<file path="src/rtl/core/stlb_pkg.sv">
// shared types, sizes and codes of the scrolling text line buffer
package stlb_pkg;

	localparam int MAX_ROWS = 32;
	localparam int MAX_COLS = 128;

	localparam int ROW_W    = $clog2(MAX_ROWS);
	localparam int COL_W    = $clog2(MAX_COLS);
	localparam int LINES_W  = $clog2(MAX_ROWS + 1);
	localparam int COLPOS_W = $clog2(MAX_COLS + 1);
	localparam int ADDR_W   = ROW_W + COL_W;
	localparam int DEPTH    = MAX_ROWS * MAX_COLS;

	localparam int CHAR_W     = 8;
	localparam int CFG_IDX_W  = 8;
	localparam int CFG_DATA_W = 8;

	// configuration register indexes
	localparam logic [CFG_IDX_W-1:0] REG_ROWS_IN_USE = 8'd0;
	localparam logic [CFG_IDX_W-1:0] REG_COLS_IN_USE = 8'd1;

	// character codes
	localparam logic [CHAR_W-1:0] CHAR_NUL   = 8'd0;
	localparam logic [CHAR_W-1:0] CHAR_LF    = 8'd10;
	localparam logic [CHAR_W-1:0] CHAR_CR    = 8'd13;
	localparam logic [CHAR_W-1:0] CHAR_SPACE = 8'd32;

	typedef enum logic [1:0] {
		ACT_WRITE = 2'd0,
		ACT_CLEAR = 2'd1,
		ACT_READ  = 2'd2,
		ACT_NONE  = 2'd3
	} action_t;

	typedef struct packed {
		logic [1:0]        action;
		logic [CHAR_W-1:0] char_code;
		logic              starts_message;
		logic [ROW_W-1:0]  read_row;
		logic [COL_W-1:0]  read_col;
	} stlb_item_t;

	typedef struct packed {
		logic [CHAR_W-1:0]  data_char;
		logic [ROW_W-1:0]   row_physical;
		logic [COL_W-1:0]   column_used;
		logic               wrote;
		logic               row_valid;
		logic [ROW_W-1:0]   oldest_line;
		logic [LINES_W-1:0] lines_held;
	} stlb_res_t;

	// commands from the controller to the datapath
	typedef struct packed {
		logic latch;
		logic begin_msg;
		logic end_msg;
		logic col_home;
		logic open_line;
		logic fill;
		logic store;
		logic clear;
		logic read;
		logic finish;
	} stlb_cmd_t;

	// status from the datapath to the controller
	typedef struct packed {
		action_t action;
		logic    starts;
		logic    ended;
		logic    ch_nul;
		logic    ch_cr;
		logic    ch_lf;
		logic    wrap;
		logic    fill_last;
		logic    res_free;
	} stlb_stat_t;

endpackage

</file>
<file path="src/rtl/core/stlb_ctrl.sv">
// controller state machine of the line buffer
module stlb_ctrl import stlb_pkg::*; (
	input  logic       clk,
	input  logic       arst_n,
	input  logic       item_valid,
	input  logic       cfg_valid,
	input  stlb_stat_t stat,
	output logic       item_ready,
	output logic       cfg_ready,
	output stlb_cmd_t  cmd
);

	typedef enum logic [2:0] {
		S_IDLE,
		S_START,
		S_BODY,
		S_FILL,
		S_STORE,
		S_DONE
	} state_t;

	typedef enum logic [1:0] {
		RET_BODY,
		RET_STORE,
		RET_DONE
	} ret_t;

	state_t state_q;
	state_t state_d;
	ret_t   ret_q;
	ret_t   ret_d;
	logic   idle_q;
	logic   item_acc;

	// configuration takes precedence over a new item while idle
	assign cfg_ready  = idle_q;
	assign item_ready = idle_q && !cfg_valid;
	assign item_acc   = item_valid && item_ready;

	// next state and commands
	always_comb begin
		state_d = state_q;
		ret_d   = ret_q;
		cmd     = '0;
		unique case (state_q)
			S_IDLE: begin
				if (item_acc) begin
					cmd.latch = 1'b1;
					state_d   = S_START;
				end
			end
			S_START: begin
				unique case (stat.action)
					ACT_WRITE: begin
						if (stat.starts) begin
							cmd.begin_msg = 1'b1;
							cmd.open_line = 1'b1;
							ret_d         = RET_BODY;
							state_d       = S_FILL;
						end else begin
							state_d = S_BODY;
						end
					end
					ACT_CLEAR: begin
						cmd.clear = 1'b1;
						state_d   = S_DONE;
					end
					ACT_READ: begin
						cmd.read = 1'b1;
						state_d  = S_DONE;
					end
					ACT_NONE: begin
						state_d = S_DONE;
					end
					default: begin
						state_d = S_DONE;
					end
				endcase
			end
			S_BODY: begin
				if (stat.ended) begin
					state_d = S_DONE;
				end else if (stat.ch_nul) begin
					cmd.end_msg = 1'b1;
					state_d     = S_DONE;
				end else if (stat.ch_cr) begin
					cmd.col_home = 1'b1;
					state_d      = S_DONE;
				end else if (stat.ch_lf) begin
					cmd.open_line = 1'b1;
					ret_d         = RET_DONE;
					state_d       = S_FILL;
				end else if (stat.wrap) begin
					cmd.open_line = 1'b1;
					ret_d         = RET_STORE;
					state_d       = S_FILL;
				end else begin
					state_d = S_STORE;
				end
			end
			S_FILL: begin
				cmd.fill = 1'b1;
				if (stat.fill_last) begin
					unique case (ret_q)
						RET_BODY:  state_d = S_BODY;
						RET_STORE: state_d = S_STORE;
						RET_DONE:  state_d = S_DONE;
						default:   state_d = S_DONE;
					endcase
				end
			end
			S_STORE: begin
				cmd.store = 1'b1;
				state_d   = S_DONE;
			end
			S_DONE: begin
				if (stat.res_free) begin
					cmd.finish = 1'b1;
					state_d    = S_IDLE;
				end
			end
			default: begin
				state_d = S_IDLE;
			end
		endcase
	end

	// state, return point and registered ready
	always_ff @(posedge clk or negedge arst_n) begin
		if (!arst_n) begin
			state_q <= S_IDLE;
			ret_q   <= RET_DONE;
			idle_q  <= 1'b1;
		end else begin
			state_q <= state_d;
			ret_q   <= ret_d;
			idle_q  <= (state_d == S_IDLE);
		end
	end

endmodule

</file>
<file path="config.mk">
export PLATFORM = sky130hd
export DESIGN_NAME = stlb_ctrl
export DESIGN_NICKNAME = d
export VERILOG_FILES = /design/src/rtl/core/stlb_pkg.sv /design/src/rtl/core/stlb_ctrl.sv
export SDC_FILE = /design/constraint.sdc
export NUM_CORES = 1
export LEC_CHECK = 0
export BUFFER_PORTS_ARGS = -buffer_cell sky130_fd_sc_hd__buf_2
export CORE_AREA = 2 2 39 41
export DETAILED_ROUTE_END_ITERATION = 16
export DIE_AREA = 0 0 41 43
export PLACE_DENSITY = 0.67
export SLEW_MARGIN = 10
export SYNTH_ARGS = -nofsm -noshare
export SYNTH_HDL_FRONTEND = slang
export SYNTH_SLANG_ARGS = --single-unit
export TNS_END_PERCENT = 100
</file>
<file path="constraint.sdc">
create_clock -name clk -period 2 [get_ports clk]
set_input_delay 0.3 -clock clk [delete_from_list [all_inputs] [get_ports clk]]
set_output_delay 0.3 -clock clk [all_outputs]
set_load 0.01 [all_outputs]
</file>
==> flow_summary.toml, run 1 <==
[final_layout]
area_growth_pct = 45.3
stdcell_count = 102
drive_above_1_share = 0.547
utilization = 0.505
n_antenna_cell = 0
layout.nets = 102

[routing]
routed_wl_um = 1120
firstDrtPassIters = 4
ant_nets = 0
vias_per_cell = 4.96
wl_per_cell_um = 11.0
drcViolationCount = 0
first_iter_violations = 5
vias = 506

[synth]
synth_simple_gate_area_frac = 0.438
ys_async_sr_fraction = 1.00
synth_cells = 52
synth_fa_ha_area_frac = 0
synthMuxAreaShare = 0
netlist_area_sq_um = 480
yosys_warnings = 0
synth-xor-area-share = 0
synthTopCellsByArea = "dfrtp_1 21%, dfstp_2 11%, nor4b_1 7.3%, nand4b_1 5.5%, nor2_1 3.9%"
synth_top_area_frac = 0.208
synth_seq_cells = 6
ys_seq_area_frac = 0.318
yosys.cell_types.count = 29
synth-compound-area-share = 0.206
yosys.area.top_type = "dfrtp_1"
avgSynthCellArea_sq_um = 9.24
synth_edf_count = 0
synthesis.nets = 66
synth_top_family_by_area = "simple AND/OR/NAND/NOR gates"
ys.flop_type = "dfrtp_1"

[sta]
fmax_mhz = 526
period_share = 0.950
fin_setup_tns_ns = 0
skew_ns = 0.00401
period_minus_slack_ns = 1.90
setup_violations = 0
whs_ns = 0.287
hold_violations = 0
max-slew-margin-rel = 0.821
worst_pin_slew_ns = 0.265
slew_viol_final = 0

[placement]
place_hpwl_um = 878
gp_congestion = 0.827
post-place-cells = 94
port_buffers = 25

[floorplanning]
die_y_um = 43
fp-row-count = 14
fp.dieW_um = 41
io_pins = 26
fp.coreArea_sq_um = 1380
start_util = 0.347
fp.dieArea_sq_um = 1760

[cts]
cts_root_buf = "clkbuf_4"
cts_tree = "built"
clock_sinks = 6
insertion_delay_ns = 0.23
cts_buffer_depth = 2
cts-buffers-inserted = 3
clk_pin_slew_ns = 0.04
cts-htree-levels = 1

[power_and_ir_drop]
total_leakage_power_nw = 0.343
vdd_ir_drop_max_uv = 517
power_density_nw_per_um2 = 1070

[global_routing]
overflow = 0
grt_pass1_wl_um = 1610
grt_max_degree = 15
grt_antenna_before_repair = 0
first_global_vias = 424
globalRouteTotalUtil = 0.132

[outcome]
outcome = "completed"

[worst_setup_path]
reg2reg_slack_ns = 0.54
r2r_start = "state_q[2]$_DFF_PN0_"
cp-start-kind = "register"
crit_path_end_kind = "output pin"
crit_type = "reg2out"
cp.arrival_ns = 1.60
crit_required_ns = 1.70
crit_fanout = 7
reg2reg_to = "ret_q[0]$_DFFE_PN0P_"
r2r_cells = 4

[hold_path]
hold_depth = 2
min_from = "stat[3]"
hold-path-endpoint = "ret_q[0]$_DFFE_PN0P_"
hold_path_class = "in2reg"

[flow_run]
cap_violations = 0
==> cells by family after synthesis <==
logic type	Yosys count
AND/OR/NAND/NOR	30
AO/OA/AOI/OAI	12
flip-flops	6
buffers and inverters	4
==> layer usage <==
metal / track usage / routed length (um)
met5: 0 / 0
met4: 0.0733 / 0
met3: 0.0314 / 65
met2: 0.188 / 557
met1: 0.175 / 498
==> cell usage after synthesis (2+ instances only) <==
cell type and instances:
nand3b_1 2, nor4b_1 4, dfstp_2 2, dfrtp_1 4, nor2b_1 2, nand2_1 4, nand4b_1 3, inv_1 3
o21ai_0 3, a21oi_1 2, nor2_1 5
==> final cells by class <==
cell class                      count  area (sq um)
Fill cell                         155           686
Multi-Input combinational cell     42           309
Timing Repair Buffer               32           180
Sequential cell                     6           155
Clock buffer                        3          22.5
Tap cell                           16          20.0
Inverter                            3          11.3
==> power breakdown <==
group / internal [mW] / switching (mW) / leakage (nW)
registers: 0.179 / 0.0491 / 0.0696
logic: 0.212 / 0.203 / 0.259
clock network: 0.0673 / 0.0356 / 0.0138
total: 0.458 / 0.287 / 0.343
==> flip-flops by register name, summed over array words and instances (netlist names) <==
| signal | flops |
|---|---|
| cfg_ready | 1 |
| ret_q | 2 |
| state_q | 3 |
==> how the worst max path moves through the flow <==
stage / end / cells after the start / start / slack (ns)
detailed placement: cmd[5] / 5 / state_q[0]$_DFF_PN0_ / 0.28
floorplan: cmd[6] / 2 / state_q[0]$_DFF_PN0_ / 0.38
CTS: cmd[5] / 5 / state_q[0]$_DFF_PN0_ / 0.01
finish: cmd[5] / 5 / state_q[2]$_DFF_PN0_ / 0.1
global placement: cmd[5] / 5 / state_q[0]$_DFF_PN0_ / 0.30
global route: cmd[5] / 5 / state_q[2]$_DFF_PN0_ / -0.01
==> cell usage in the layout (no fill, tap or decap) <==
cell,netlist,layout
o221ai_2,1,1
or3b_4,1,1
dfstp_2,2,2
o21ai_0,3,3
nor3b_4,1,1
nor2_1,5,5
a2bb2oi_2,1,1
or2_2,1,1
a21o_1,1,1
or2_1,1,1
nor3b_1,1,1
dfrtp_1,4,2
or2b_1,1,1
buf_2,0,25
a31oi_1,1,1
nand4b_1,3,3
buf_4,1,6
dfrtp_2,0,2
nor2b_1,2,2
clkbuf_4,0,3
o21ai_2,1,1
dlygate4sd3_1,0,1
inv_1,3,2
inv_2,0,1
o211ai_2,1,1
nor3_1,1,1
nand2b_1,1,1
and2_1,1,1
nor4_2,1,1
nand3b_1,2,2
nor4b_1,4,4
o2111ai_1,1,1
a21oi_1,2,2
nand2_1,4,4
==> repair_timing <==
action                                  4_1_cts  5_1_grt
endpoints found under the setup margin        0        2
buffers inserted                              0        4
hold buffers                                  1        0
resized for setup                             0        3
hold endpoints to repair                      4        0
==> stage by stage <==
step | power (mW) | setup WS (ns) | cell area (sq um)
after floorplan | 0.479 | 0.384 | 480
after global placement | 0.583 | 0.299 | 633
after detailed placement | 0.586 | 0.282 | 633
after CTS | 0.697 | 0.0143 | 666
after global routing | 0.816 | -0.00978 | 698
final | 0.746 | 0.0999 | 698
==> critical path: stages, from the launching register on <==
cell     delay, ns
dfrtp_2       0.44
or3b_4        0.44
nor3b_4       0.23
inv_2         0.06
nand2_1       0.06
buf_2         0.13
Note: power is estimated with default switching activity, not from simulation.
==> inputs of run 2 (changes only) <==
--- a/config.mk
+++ b/config.mk
@@ -10,6 +10,7 @@
 export DETAILED_ROUTE_END_ITERATION = 16
 export DIE_AREA = 0 0 41 43
 export PLACE_DENSITY = 0.67
+export SETUP_SLACK_MARGIN = 0.1
 export SLEW_MARGIN = 10
 export SYNTH_ARGS = -nofsm -noshare
 export SYNTH_HDL_FRONTEND = slang
==> run 2 against run 1 <==
  * Hold slack got worse by 0.0019 ns
  * Wire length rose by 9.2%
  * Via count rose by 6.5%
  * Flip-flop and latch count did not move
  * Clock power barely moved
==> flow_summary.toml, run 2 (same netlist as run 1, synthesis figures left out) <==
[final_layout]
final_cell_mix = "25 x buf_2, 10 x buf_4, 5 x nor2_1"
finalInstanceArea_sq_um = 741
mostFrequentLayoutCell = "buf_2"
drive_above_1_share = 0.589
layout.nets = 106
area_growth_pct = 54.2
largest_reg_flops = 3
regMostFlops = "state_q"
n_antenna_cell = 0
utilization = 0.535
stdcell_count = 106

[worst_setup_path]
r2r_cells = 6
crit_fanout = 4
critPathSlowestCell = "or3b_4"
cp-start-kind = "register"
critPathMaxStageDelay_ns = 0.44
crit_path_end_kind = "output pin"
cp_top_family = "simple AND/OR/NAND/NOR gates"
crit_chain = "or3b_4 -> nor3b_4 -> inv_2 -> nand2_1 -> buf_2"
reg2reg_to = "ret_q[0]$_DFFE_PN0P_"
crit_required_ns = 1.70
r2r_start = "state_q[0]$_DFF_PN0_"
cp_num_buf_inv = 2
cp.arrival_ns = 1.56
reg2reg_slack_ns = 0.40
crit_type = "reg2out"

[routing]
drcViolationCount = 0
vias_per_cell = 5.08
ant_nets = 0
first_iter_violations = 6
routed_wl_um = 1220
firstDrtPassIters = 2
wl_per_cell_um = 11.5
vias = 539

[global_routing]
first_global_vias = 460
met1_usage = 0.182
grt_pass1_wl_um = 1810
grt_use_met3 = 0.0366
overflow = 0
grt_max_degree = 15
gr-max-usage-layer = "met2"
met2_usage = 0.234
globalRouteTotalUtil = 0.150
grt_antenna_before_repair = 0

[sta]
fin_setup_tns_ns = 0
hold_violations = 0
rsz0062_at_grt = "yes"
max-slew-margin-rel = 0.817
period_minus_slack_ns = 1.86
setup_violations = 0
worst_pin_slew_ns = 0.271
period_share = 0.929
slew_viol_final = 0
whs_ns = 0.285
skew_ns = 0.00399
setup_ws_ns = 0.143
fmax_mhz = 538

[power_and_ir_drop]
vdd_ir_drop_max_uv = 505
power_density_nw_per_um2 = 1080
total_leakage_power_nw = 0.366
finalPower_uw = 797

[placement]
gp_congestion = 0.827
port_buffers = 25
place_area_sq_um = 633
place_hpwl_um = 878
place_ws_ns = 0.282
post-place-cells = 94

[hold_path]
hold_path_class = "in2reg"
min_from = "stat[3]"
hold-path-endpoint = "ret_q[0]$_DFFE_PN0P_"
hold_depth = 2

[cts]
cts_buffer_depth = 2
clock_sinks = 6
cts_root_buf = "clkbuf_4"
cts-buffers-inserted = 3
cts_tree = "built"
cts-htree-levels = 1
insertion_delay_ns = 0.23
clk_pin_slew_ns = 0.04

[floorplanning]
fp.dieArea_sq_um = 1760
fp-row-count = 14
fp.coreArea_sq_um = 1380
io_pins = 26
start_util = 0.347
die_y_um = 43
fp.dieW_um = 41

[flow_run]
cap_violations = 0

[outcome]
outcome = "completed"
[run 2: cell count changes in the layout (fill, tap and decap cells not counted), sizes merged]
cell  before  now
buf       31   35
[run 2: layout make-up]
cell class	count	area [sq um]
clock buffers	3	22.5
fillers	142	643
inverters	3	11.3
multi-input cells	42	322
flip-flops and latches	6	155
well taps	16	20.0
repair buffers	36	210
[run 2: worst reg2reg max path: stages (launching register included)]
cell      delay [ns]
dfrtp_2         0.42
or3b_4          0.44
nor3b_4         0.23
buf_4           0.13
buf_4           0.10
nand3b_1        0.12
o21ai_2         0.06
[run 2: worst max path at each step]
stage                                    start      to  slack [ns]  cells after the start
after floorplan           state_q[0]$_DFF_PN0_  cmd[6]        0.38                      2
after global placement    state_q[0]$_DFF_PN0_  cmd[5]        0.30                      5
after detailed placement  state_q[0]$_DFF_PN0_  cmd[5]        0.28                      5
after CTS                 state_q[0]$_DFF_PN0_  cmd[5]        0.12                      5
after global routing      state_q[0]$_DFF_PN0_  cmd[5]        0.06                      5
final                     state_q[0]$_DFF_PN0_  cmd[5]        0.14                      5
[run 2: power breakdown]
group	switching [mW]	internal (mW)	leakage (nW)
clock network	0.0356	0.0673	0.0138
registers	0.0290	0.179	0.0696
logic	0.245	0.242	0.283
total	0.309	0.488	0.366
[run 2: routing by layer]
metal  share of wire  wire length (um)
met5               0                 0
met4               0                 0
met3           0.051                62
met2            0.52               640
met1            0.43               522
[run 2: repair_timing]
item | CTS | global route
hold buffers | 1 | 0
buffers inserted | 4 | 4
resized for setup | 2 | 3
gates cloned | 0 | 0
setup endpoints to repair | 1 | 4
pin swaps | 2 | 2
endpoints found under the hold margin | 4 | 0
